`src/rtl/core/tmg_pkg.sv`:
```
// types, constants and codes of the touch mapper and grid hit tester
package tmg_pkg;

    // screen, grid and button geometry
    localparam int SCREEN_W       = 320;
    localparam int SCREEN_H       = 240;
    localparam int GRID_STEPS     = 16;
    localparam int GRID_TRACKS    = 6;
    localparam int BTN_HEIGHT     = 25;
    localparam int BPM_BTN_WIDTH  = 30;
    localparam int PLAY_BTN_WIDTH = 60;
    localparam int PRESS_MIN      = 10;
    localparam int PRESS_MAX      = 1000;

    // field widths
    localparam int RAW_W       = 10;
    localparam int GOX_W       = 9;
    localparam int GOY_W       = 8;
    localparam int CW_W        = 9;
    localparam int CH_W        = 8;
    localparam int COORD_W     = 12;
    localparam int ACT_W       = 3;
    localparam int STEP_IDX_W  = $clog2(GRID_STEPS);
    localparam int TRACK_IDX_W = $clog2(GRID_TRACKS);
    localparam int CFG_IDX_W   = 3;
    localparam int CFG_DATA_W  = 10;

    // divider widths: quotient magnitude, divisor, signed mapped value
    localparam int QUO_W = $clog2(((2 ** RAW_W) - 1) * SCREEN_W + 1);
    localparam int DEN_W = RAW_W;
    localparam int SX_W  = QUO_W + 1;
    localparam int NUM_W = SX_W;
    localparam int REL_W = QUO_W;

    localparam logic signed [SX_W-1:0] SX_SAT_HI = SX_W'((2 ** (COORD_W - 1)) - 1);
    localparam logic signed [SX_W-1:0] SX_SAT_LO = SX_W'(-(2 ** (COORD_W - 1)));

    typedef enum logic [ACT_W-1:0] {
        ACT_NONE     = 3'd0,
        ACT_GRID     = 3'd1,
        ACT_BPM_UP   = 3'd2,
        ACT_BPM_DOWN = 3'd3,
        ACT_PLAY     = 3'd4
    } t_action;

    typedef enum logic [CFG_IDX_W-1:0] {
        CFG_CAL_MIN_X     = 3'd0,
        CFG_CAL_MAX_X     = 3'd1,
        CFG_CAL_MIN_Y     = 3'd2,
        CFG_CAL_MAX_Y     = 3'd3,
        CFG_GRID_ORIGIN_X = 3'd4,
        CFG_GRID_ORIGIN_Y = 3'd5,
        CFG_CELL_WIDTH    = 3'd6,
        CFG_CELL_HEIGHT   = 3'd7
    } t_cfg_idx;

    typedef struct packed {
        logic [RAW_W-1:0] raw_x;
        logic [RAW_W-1:0] raw_y;
        logic [RAW_W-1:0] pressure;
    } t_in_item;

    typedef struct packed {
        logic [ACT_W-1:0]         action_kind;
        logic [TRACK_IDX_W-1:0]   track_index;
        logic [STEP_IDX_W-1:0]    step_index;
        logic signed [COORD_W-1:0] screen_x;
        logic signed [COORD_W-1:0] screen_y;
        logic                     touch_valid;
    } t_out_item;

    typedef struct packed {
        logic [RAW_W-1:0] cal_min_x;
        logic [RAW_W-1:0] cal_max_x;
        logic [RAW_W-1:0] cal_min_y;
        logic [RAW_W-1:0] cal_max_y;
        logic [GOX_W-1:0] grid_origin_x;
        logic [GOY_W-1:0] grid_origin_y;
        logic [CW_W-1:0]  cell_width;
        logic [CH_W-1:0]  cell_height;
    } t_cfg;

    localparam t_cfg CFG_RESET = '{
        cal_min_x:     RAW_W'(150),
        cal_max_x:     RAW_W'(920),
        cal_min_y:     RAW_W'(120),
        cal_max_y:     RAW_W'(940),
        grid_origin_x: GOX_W'(10),
        grid_origin_y: GOY_W'(40),
        cell_width:    CW_W'(16),
        cell_height:   CH_W'(24)
    };

    // one coordinate in flight through the divider
    typedef struct packed {
        logic [DEN_W-1:0] rem;
        logic [QUO_W-1:0] nq;
        logic [DEN_W-1:0] dv;
        logic             neg;
        logic             zero;
    } t_lane;

    typedef struct packed {
        t_lane x;
        t_lane y;
        logic  touch_valid;
    } t_div_word;

endpackage

```
`src/rtl/core/tmg_hit.sv`:
```
// sign fix-up, saturation, grid hit test and button decode in four stages
module tmg_hit import tmg_pkg::*; #(
    parameter int STEP_GAP      = 2,
    parameter int TRACK_GAP     = 2,
    parameter int CONTROL_ROW_Y = 200,
    parameter int BPM_UP_LEFT   = 10,
    parameter int BPM_DOWN_LEFT = 50,
    parameter int PLAY_LEFT     = 100
) (
    input  logic      i_clk,
    input  logic      i_rst_n,
    input  logic      i_adv,
    input  logic      i_valid,
    input  t_div_word i_word,
    input  t_cfg      i_cfg,
    output logic      o_valid,
    output t_out_item o_item
);

    localparam int PX_W = $clog2((2 ** CW_W) + STEP_GAP);
    localparam int PY_W = $clog2((2 ** CH_W) + TRACK_GAP);
    localparam int MX_W = PX_W + STEP_IDX_W;
    localparam int MY_W = PY_W + TRACK_IDX_W;
    localparam int CX_W = (REL_W > MX_W) ? REL_W : MX_W;
    localparam int CY_W = (REL_W > MY_W) ? REL_W : MY_W;

    localparam logic signed [SX_W-1:0] ROW_LO  = SX_W'(CONTROL_ROW_Y);
    localparam logic signed [SX_W-1:0] ROW_HI  = SX_W'(CONTROL_ROW_Y + BTN_HEIGHT);
    localparam logic signed [SX_W-1:0] UP_LO   = SX_W'(BPM_UP_LEFT);
    localparam logic signed [SX_W-1:0] UP_HI   = SX_W'(BPM_UP_LEFT + BPM_BTN_WIDTH);
    localparam logic signed [SX_W-1:0] DN_LO   = SX_W'(BPM_DOWN_LEFT);
    localparam logic signed [SX_W-1:0] DN_HI   = SX_W'(BPM_DOWN_LEFT + BPM_BTN_WIDTH);
    localparam logic signed [SX_W-1:0] PLAY_LO = SX_W'(PLAY_LEFT);
    localparam logic signed [SX_W-1:0] PLAY_HI = SX_W'(PLAY_LEFT + PLAY_BTN_WIDTH);

    typedef struct packed {
        logic signed [SX_W-1:0] sx;
        logic signed [SX_W-1:0] sy;
        logic                   tv;
    } t_h1;

    typedef struct packed {
        logic [REL_W-1:0]          rel_x;
        logic [REL_W-1:0]          rel_y;
        logic                      ge_x;
        logic                      ge_y;
        t_action                   btn;
        logic signed [COORD_W-1:0] sat_x;
        logic signed [COORD_W-1:0] sat_y;
        logic                      tv;
    } t_h2;

    typedef struct packed {
        logic [REL_W-1:0]          rel_x;
        logic [REL_W-1:0]          rel_y;
        logic [STEP_IDX_W-1:0]     s;
        logic [TRACK_IDX_W-1:0]    t;
        logic                      in_x;
        logic                      in_y;
        t_action                   btn;
        logic signed [COORD_W-1:0] sat_x;
        logic signed [COORD_W-1:0] sat_y;
        logic                      tv;
    } t_h3;

    logic [3:0] r_valid;
    t_h1        r_s1, n_s1;
    t_h2        r_s2, n_s2;
    t_h3        r_s3, n_s3;
    t_out_item  r_s4, n_s4;

    logic [PX_W-1:0] pitch_x;
    logic [PY_W-1:0] pitch_y;

    function automatic logic signed [SX_W-1:0] apply_sign(input t_lane l);
        logic signed [SX_W-1:0] q;
        q = $signed({1'b0, l.nq});
        if (l.zero) begin
            return '0;
        end
        return l.neg ? -q : q;
    endfunction

    function automatic logic signed [COORD_W-1:0] sat12(input logic signed [SX_W-1:0] v);
        if (v > SX_SAT_HI) begin
            return SX_SAT_HI[COORD_W-1:0];
        end
        if (v < SX_SAT_LO) begin
            return SX_SAT_LO[COORD_W-1:0];
        end
        return v[COORD_W-1:0];
    endfunction

    assign pitch_x = PX_W'(i_cfg.cell_width) + PX_W'(STEP_GAP);
    assign pitch_y = PY_W'(i_cfg.cell_height) + PY_W'(TRACK_GAP);

    // stage 1: signed quotient
    always_comb begin
        n_s1.sx = apply_sign(i_word.x);
        n_s1.sy = apply_sign(i_word.y);
        n_s1.tv = i_word.touch_valid;
    end

    // stage 2: grid-relative offsets, button row, saturation
    always_comb begin
        logic signed [SX_W-1:0] gox;
        logic signed [SX_W-1:0] goy;
        logic signed [SX_W-1:0] dx;
        logic signed [SX_W-1:0] dy;
        logic                   in_row;
        gox        = $signed(SX_W'(i_cfg.grid_origin_x));
        goy        = $signed(SX_W'(i_cfg.grid_origin_y));
        dx         = r_s1.sx - gox;
        dy         = r_s1.sy - goy;
        n_s2.ge_x  = (r_s1.sx >= gox);
        n_s2.ge_y  = (r_s1.sy >= goy);
        n_s2.rel_x = dx[REL_W-1:0];
        n_s2.rel_y = dy[REL_W-1:0];
        in_row     = (r_s1.sy >= ROW_LO) && (r_s1.sy <= ROW_HI);
        if (in_row && (r_s1.sx >= UP_LO) && (r_s1.sx <= UP_HI)) begin
            n_s2.btn = ACT_BPM_UP;
        end else if (in_row && (r_s1.sx >= DN_LO) && (r_s1.sx <= DN_HI)) begin
            n_s2.btn = ACT_BPM_DOWN;
        end else if (in_row && (r_s1.sx >= PLAY_LO) && (r_s1.sx <= PLAY_HI)) begin
            n_s2.btn = ACT_PLAY;
        end else begin
            n_s2.btn = ACT_NONE;
        end
        n_s2.sat_x = sat12(r_s1.sx);
        n_s2.sat_y = sat12(r_s1.sy);
        n_s2.tv    = r_s1.tv;
    end

    // stage 3: cell index by comparing against pitch multiples
    always_comb begin
        logic [STEP_IDX_W-1:0]  cnt_s;
        logic [TRACK_IDX_W-1:0] cnt_t;
        cnt_s = '0;
        cnt_t = '0;
        for (int k = 1; k < GRID_STEPS; k++) begin
            if (CX_W'(r_s2.rel_x) >= CX_W'(MX_W'(k) * MX_W'(pitch_x))) begin
                cnt_s = cnt_s + STEP_IDX_W'(1);
            end
        end
        for (int k = 1; k < GRID_TRACKS; k++) begin
            if (CY_W'(r_s2.rel_y) >= CY_W'(MY_W'(k) * MY_W'(pitch_y))) begin
                cnt_t = cnt_t + TRACK_IDX_W'(1);
            end
        end
        n_s3.rel_x = r_s2.rel_x;
        n_s3.rel_y = r_s2.rel_y;
        n_s3.s     = cnt_s;
        n_s3.t     = cnt_t;
        n_s3.in_x  = r_s2.ge_x && (pitch_x != '0) &&
                     (CX_W'(r_s2.rel_x) < CX_W'(MX_W'(GRID_STEPS) * MX_W'(pitch_x)));
        n_s3.in_y  = r_s2.ge_y && (pitch_y != '0) &&
                     (CY_W'(r_s2.rel_y) < CY_W'(MY_W'(GRID_TRACKS) * MY_W'(pitch_y)));
        n_s3.btn   = r_s2.btn;
        n_s3.sat_x = r_s2.sat_x;
        n_s3.sat_y = r_s2.sat_y;
        n_s3.tv    = r_s2.tv;
    end

    // stage 4: reject the gap after each cell, pick the action
    always_comb begin
        logic [CX_W-1:0] rem_x;
        logic [CY_W-1:0] rem_y;
        logic            grid_hit;
        rem_x    = CX_W'(r_s3.rel_x) - CX_W'(MX_W'(r_s3.s) * MX_W'(pitch_x));
        rem_y    = CY_W'(r_s3.rel_y) - CY_W'(MY_W'(r_s3.t) * MY_W'(pitch_y));
        grid_hit = r_s3.in_x && r_s3.in_y &&
                   (rem_x < CX_W'(i_cfg.cell_width)) &&
                   (rem_y < CY_W'(i_cfg.cell_height));
        if (grid_hit) begin
            n_s4.action_kind = ACT_GRID;
            n_s4.track_index = r_s3.t;
            n_s4.step_index  = r_s3.s;
        end else begin
            n_s4.action_kind = r_s3.btn;
            n_s4.track_index = '0;
            n_s4.step_index  = '0;
        end
        n_s4.screen_x    = r_s3.sat_x;
        n_s4.screen_y    = r_s3.sat_y;
        n_s4.touch_valid = r_s3.tv;
    end

    always_ff @(posedge i_clk) begin
        if (!i_rst_n) begin
            r_valid <= '0;
        end else if (i_adv) begin
            r_valid <= {r_valid[2:0], i_valid};
        end
    end

    always_ff @(posedge i_clk) begin
        if (i_adv) begin
            r_s1 <= n_s1;
            r_s2 <= n_s2;
            r_s3 <= n_s3;
            r_s4 <= n_s4;
        end
    end

    assign o_valid = r_valid[3];
    assign o_item  = r_s4;

endmodule

```
`config.mk`:
```
export PLATFORM = sky130hd
export DESIGN_NAME = tmg_hit
export DESIGN_NICKNAME = d
export VERILOG_FILES = /design/src/rtl/core/tmg_pkg.sv /design/src/rtl/core/tmg_hit.sv
export SDC_FILE = /design/constraint.sdc
export NUM_CORES = 1
export LEC_CHECK = 0
export BUFFER_PORTS_ARGS = -buffer_cell sky130_fd_sc_hd__buf_2
export CAP_MARGIN = 30
export CELL_PAD_IN_SITES_DETAIL_PLACEMENT = 1
export CELL_PAD_IN_SITES_GLOBAL_PLACEMENT = 1
export CORE_MARGIN = 2
export CORE_UTILIZATION = 35
export CTS_BUF_LIST = sky130_fd_sc_hd__clkbuf_4
export DETAILED_ROUTE_END_ITERATION = 8
export PLACE_DENSITY = 0.65
export SKIP_CTS_REPAIR_TIMING = 1
export SLEW_MARGIN = 20
export SYNTH_ARGS = -nofsm -noshare
export SYNTH_HDL_FRONTEND = slang
export SYNTH_SLANG_ARGS = --single-unit
```
`constraint.sdc`:
```
create_clock -name i_clk -period 31.1 [get_ports i_clk]
set_input_delay 3.11 -clock i_clk [delete_from_list [all_inputs] [get_ports i_clk]]
set_output_delay 3.11 -clock i_clk [all_outputs]
set_load 0.02 [all_outputs]
```
==> summary.md, run 1 <==
| Metric | Value |
|---|---|
| Largest net degree at the start of global routing | `89` |
| Area of the mapped netlist | `24080 um^2` |
| Status | `finished, final reports clean` |
| Slowest Stage Delay on Critical Path | `roughly 0.56 ns` |
| Critical Path AT | `between 15 and 20 ns` |
| Final min period | `between 10 and 15 ns` |
| DR iter-0 viols | `just under 900` |
| Port Buf Inserts | `116` |
| Die height | `266.3 um` |
| Pwr/cell area | `between 60 and 70 nW/um^2` |
| XOR/XNOR share of the synthesized area | `a little under a tenth` |
| Clock transition at path regs | `approximately 0.08 ns` |
| Worst Setup Path Type | `in -> reg` |
| Clock Skews | `between 0.1 and 0.15 ns` |
| Fin. Hold Viols | `0` |
| Slew HR | `between 30% and 40%` |
| Share of cells above drive strength 1 | `between 10% and 20%` |
| Sink Count | `223` |
| Period utilization | `between 40% and 50%` |
| Post-synthesis adder-cell area fraction | `28.33%` |
| Final WL | `a little over 70 mm` |
| Drt pass-1 iters | `5` |
| Max-cap violation count | `0` |
| Synth Warn # | `0` |
| Post-synth top area share | `27.31%` |
| Synth area leaders | `edfxtp_1 (27%), ha_1 (22%), fa_1 (6.3%)` |
| Initial antenna violation count | `4` |
| Via density | `between 5 and 6` |
| Gr usage total | `between 20 and 25%` |
| Slew @ Worst Pin | `0.9558 ns` |
| Syn_area_per_cell | `roughly 9.7 um^2` |
| TritonCTS clock tree | `done` |
| Initial Util | `between 30% and 40%` |
| Slew Viols, Final | `0` |
| DIE WIDTH | `266.3 um` |
| Post-detail-place hpwl | `55.78 mm` |
| Post-DRT Antenna Nets | `0` |
| Synthesized instance count | `roughly 2500` |
| Placed Instances | `3463` |
| Row count | `96` |
| Die area | `70920 um^2` |
| CP endpoint kind | `register` |
| Unrepaired setup endpoints after global routing | `false` |
| Dpl ws | `between 15 and 20 ns` |
| Largest family of logic cells by synthesized area | `adder cells` |
| Sequential area share after synthesis | `27.64%` |
| Critical Path Start Type | `input port` |
| Synth cell types | `between 90 and 100` |
| Routed wire per std cell | `approximately 20 um` |
| Leak | `around 12 nW` |
| Fmax | `0.06840 GHz` |
| Routability Congestion | `slightly below 0.9` |
| Final Setup Violations | `0` |
| CTS Root Cell | `clkbuf_4` |
| Final #Nets | `3298` |
| Worst min-delay path class | `reg -> reg` |
| Synth Area in Simple Gates | `about 15%` |
| Cell taking the most area after synthesis | `edfxtp_1` |
| IO Pins | `197` |
| Clk_lat worst skew | `about 0.81 ns` |
| Yosys reg bits | `between 200 and 250` |
| CTS max path bufs | `3` |
| Total gr overflow | `0` |
| Core ar. | `68350 um^2` |
| Compound-gate portion of the synthesized area | `about 14%` |
| P&R area growth vs syn | `10.50%` |
| Vias in the first global route | `about 20000` |
| Setup TNS | `0 ns` |
| Max VDD drop | `60.83 uV` |
| Final non-filler cell total | `roughly 3600` |
| Worst-path fanout max | `20` |
| Post-synth ARST share | `0%` |
| Vias | `18980` |
| Post-synthesis mux area share | `~1.2%` |
| Most frequent cell after synthesis | `ha_1` |
| First-pass GRT wire length | `around 110 mm` |
| Critical Path RT | `31.65 ns` |
| Most used cell, CP | `ha_1` |
| Post-route setup slack | `around 16 ns` |
| DR DRC count | `0` |
| Commonest cells post-synth | `ha_1 (418), inv_1 (239), edfxtp_1 (219), nand2_1 (165), a21oi_1 (137)` |
| Top FF cell, synth | `edfxtp_1` |
| Post-synth EDFFs | `219` |
| TritonCTS Buffers | `60` |
| CTS HTree Levels | `2` |
| CP max stage cell | `o22ai_1` |
-- state kept, by name, summed over array words and instances (netlist names) --
name	flops
n_s3	66
r_s3	50
r_s1	40
o_item	35
n_s4	25
r_valid	4
r_s2	2
n_s2	1
-- cell families after synthesis --
group	count (synthesis)
AND/OR/NAND/NOR	679
AO/OA/AOI/OAI	517
adder cells (fa/ha/maj)	501
buffers and inverters	286
XOR/XNOR	239
flip-flops	223
multiplexers	27
other	1
-- layer usage --
layer  wire length [um]  up-vias  part of all wire, %  track usage (%)
met5                 13        -                0.018                0
met2              33830      281                   48            34.87
met1              32600     9349                   46            26.33
met3               2539       91                  3.6            2.505
li1                   -     9253                    -                -
met4               1608        2                  2.3            5.527
-- layout by cell type, fill, tap and decap left out, drive strengths merged, types with 28 or more instances in the layout --
master	Yosys	layout
and2	43	43
ha	418	418
fa	76	76
nand2b	53	53
nand4	42	42
edfxtp	219	219
inv	240	240
nand2	165	165
nor2b	69	69
o21a	28	28
a21oi	138	138
nor2	108	108
clkbuf	35	84
nor3	47	47
nand3	40	40
buf	10	152
xor2	94	94
xnor2	138	138
a21o	66	66
o21ai	121	121
-- metrics by stage --
stage               area [um^2]  utilization [%]  power [mW]  hold WS [ns]
floorplan                 24090                -       1.138        0.4003
global placement          25830            37.80       1.378        0.4015
detailed placement        25850            37.83       1.428        0.4051
CTS                       26600            38.92       1.705        0.3332
global route              26610            38.94       1.870        0.3732
finish                    26610            38.94       1.684        0.3640
-- final cells by class --
cell class              count  area, um^2
clock inverters            20       117.6
flip-flops and latches    223        6656
diodes                      3       7.507
well taps                 882        1104
inverters                 241       904.6
multi-input cells        1965       16340
clock buffers              84       630.6
repair buffers            152       850.8
fillers                  7834       41740
-- where the power goes --
| group | switching, mW | internal (mW) |
|---|---|---|
| sequential | 0.0318 | 0.367 |
| combinational | 0.587 | 0.440 |
| clock | 0.126 | 0.132 |
-- critical path: cells and delay by family --
| kind | cells | cell delay (ns) |
|---|---|---|
| xor gates and xnor gates | 6 | 1.27 |
| and+or+nand+nor | 7 | 0.86 |
| buffers and inverters | 6 | 1.65 |
| adders and majority gates | 11 | 3.56 |
| AOI/OAI and AO/OA | 15 | 2.89 |
| muxes | 7 | 1.81 |
-- final timing paths --
check | from | endpoint | slack (ns) | cells past startpoint
setup / recovery | i_cfg[9] | r_s3[34] | 16.48 | 52
setup reg to reg | n_s3[57] | r_s3[34] | 20.23 | 49
hold reg to reg | n_s4[10] | o_item[10] | 0.36 | 0
hold / removal | n_s4[10] | o_item[10] | 0.36 | 0
No activity file was read; power rests on OpenSTA's default activity.
==> run 2: changes to the inputs <==
- PLACE_DENSITY: 0.65 -> 0.68
- clock period: 31.1 -> 12.96 ns (I/O delays scaled with it)
==> summary.md, run 2 (synthesized netlist as in run 1, its figures left out) <==
| Metric | Value |
|---|---|
| Net Sw Frac | `44.10% (-0.10 points)` |
| Fillers | `7881 (+0.60%)` |
| Via density | `5.364 (+0.91%)` |
| Worst min-delay path class | `reg -> reg` |
| Final non-filler cell total | `3606 (+1.0%)` |
| P&R area growth vs syn | `11.74%` |
| Status | `finished, final reports clean` |
| IO Pins | `197 (unchanged)` |
| Int Power | `2.307 mW (+150%)` |
| Core Util, Final | `39.37% (+0.44 points)` |
| Max FFs per register | `66 (unchanged)` |
| Gr usage total | `20.56% (+0.43 points)` |
| Final WL | `72.16 mm (+2.2%)` |
| Post-DRT Antenna Nets | `0 (unchanged)` |
| Comb pwr share | `60.5% (-0.5 points)` |
| Critical Path AT | `12.27 ns (-2.90 ns)` |
| CTS HTree Levels | `3 (+1)` |
| Row count | `96 (unchanged)` |
| Period utilization | `between 90 and 100%` |
| Fmax | `between 0.08 and 0.09 GHz` |
| Commonest non-fill, non-tap cell in the layout | `ha_1` |
| Clock transition at path regs | `0.08 ns (about the same)` |
| Slew Viols, Final | `0 (unchanged)` |
| Placed Instances | `3490 (+0.78%)` |
| First-pass GRT wire length | `114.4 mm (+1.1%)` |
| Sink Count | `223 (unchanged)` |
| TritonCTS Buffers | `66 (+10%)` |
| NetSw | `1.819 mW (+140%)` |
| Vias in the first global route | `21030 (+2.9%)` |
| Final Setup Violations | `0 (unchanged)` |
| Worst Setup Path Type | `in -> reg` |
| Worst-path fanout max | `9 (-55%)` |
| Setup TNS | `0 ns (unchanged)` |
| Post-route setup slack | `1.197 ns (-15.28 ns)` |
| Slew @ Worst Pin | `1.016 ns (+0.06068 ns)` |
| Clock Skews | `0.05917 ns (-0.07384 ns)` |
| Clk_lat worst skew | `0.79 ns (-0.02 ns)` |
| Max VDD drop | `125.1 uV (+110%)` |
| Slew HR | `31.66% (-4.2 points)` |
| Final min period | `between 10 and 15 ns` |
| Pwr/cell area | `153.3 nW/um^2 (+140%)` |
| Drt pass-1 iters | `5 (unchanged)` |
| Final Power | `4.126 mW (+140%)` |
| Post-detail-place hpwl | `57.53 mm (+3.1%)` |
| DR DRC count | `0 (unchanged)` |
| Die height | `266.3 um (unchanged)` |
| Total gr overflow | `0 (unchanged)` |
| TritonCTS clock tree | `done` |
| DIE WIDTH | `266.3 um (unchanged)` |
| Reg power frac | `23.2% (-0.5 points)` |
| CP max stage cell | `fa_1` |
| Most frequent cells in the layout | `ha_1 (418), inv_1 (239), edfxtp_1 (219)` |
| Initial Util | `35.24% (unchanged)` |
| DR iter-0 viols | `810 (-8.0%)` |
| CTS max path bufs | `3 (unchanged)` |
| Clock Power Share | `16.3% (+1.0 points)` |
| CP endpoint kind | `register` |
| Routability Congestion | `0.8728 (-1.3%)` |
| Leak | `11.99 nW (+1.6%)` |
| Unrepaired setup endpoints after global routing | `false` |
| Worst setup startpoint | `i_cfg[9]` |
| Initial antenna violation count | `3 (-1)` |
| Slowest Stage Delay on Critical Path | `0.46 ns (-0.10 ns)` |
| Critical Path RT | `13.46 ns (-18.19 ns)` |
| Critical Path Start Type | `input port` |
| RR Startpoint | `n_s3[57]` |
| Largest net degree at the start of global routing | `78 (-12%)` |
| CTS Root Cell | `clkbuf_4` |
| Min-delay src | `n_s3[8]` |
| Most used cell, CP | `ha_1` |
| Max-cap violation count | `0 (unchanged)` |
| Final #Nets | `3331 (+1.0%)` |
| Die area | `70920 um^2 (unchanged)` |
| Port Buf Inserts | `116 (unchanged)` |
| Vias | `19340 (+1.9%)` |
| Routed wire per std cell | `20.01 um (+1.2%)` |
| Dpl ws | `0.5011 ns (-15.30 ns)` |
| Share of cells above drive strength 1 | `12.64% (+1.2 points)` |
| Fin. Hold Viols | `0 (unchanged)` |
| Core ar. | `68350 um^2 (unchanged)` |
==> run 2: changes by cell type in the layout (fill, tap and decap cells not counted), sizes merged <==
cell / previous run / this run
clkinv: 18 / 16
clkbuf: 84 / 94
buf: 152 / 179
clkinvlp: 2 / 1
diode: 3 / 2
inv: 240 / 243
==> run 2: cell type report <==
class | instances | area (um^2) | area share (%)
timing repair buffer | 179 | 1076 | 3.999
sequential | 223 | 6656 | 24.74
clock buffer | 94 | 705.7 | 2.623
antenna | 2 | 5.005 | 0.01860
multi-input combinational | 1965 | 16340 | 60.72
inverter | 241 | 904.6 | 3.362
clock inverter | 20 | 117.6 | 0.4371
tap | 882 | 1104 | 4.101
==> run 2: critical path, delay by kind of cell <==
family | cells | cell delay, ns
XOR/XNOR | 6 | 1.01
multiplexers | 7 | 1.72
AND/OR/NAND/NOR | 13 | 2.27
AO/OA/AOI/OAI | 11 | 1.87
adder cells (fa/ha/maj) | 10 | 3.37
buffers and inverters | 4 | 0.69
==> run 2: metal layers <==
metal / vias up / track usage [%] / routed length (um)
li1: 9314 / - / -
met1: 9501 / 26.58 / 32650
met2: 383 / 34.46 / 33870
met3: 141 / 3.521 / 3521
met4: 2 / 7.364 / 2097
met5: - / 0 / 13
==> run 2: worst paths after layout <==
| kind | end | slack (ns) | cells past startpoint |
|---|---|---|---|
| setup / recovery | r_s3[34] | 1.20 | 51 |
| hold / removal | n_s4[8] | 0.39 | 0 |
| setup reg to reg | r_s3[34] | 2.36 | 49 |
| hold reg to reg | n_s4[8] | 0.39 | 0 |
==> run 2: stage by stage <==
stage | hold slack, ns | instance area, um^2
2_1_floorplan | 0.4003 | 24090
3_3_place_gp | 0.4013 | 26040
3_5_place_dp | 0.4051 | 26080
4_1_cts | 0.3778 | 26900
5_1_grt | 0.4081 | 26910
6_report | 0.3876 | 26910
==> run 2: power by group through the flow <==
stage          logic [mW]  registers (mW)  clock network (mW)
5_1_grt              2.87           0.964               0.744
4_1_cts              2.52           0.956               0.710
3_5_place_dp         2.49           0.971                   0
3_3_place_gp         2.35           0.966                   0
2_1_floorplan        1.78           0.952                   0
6_report             2.50           0.955               0.674
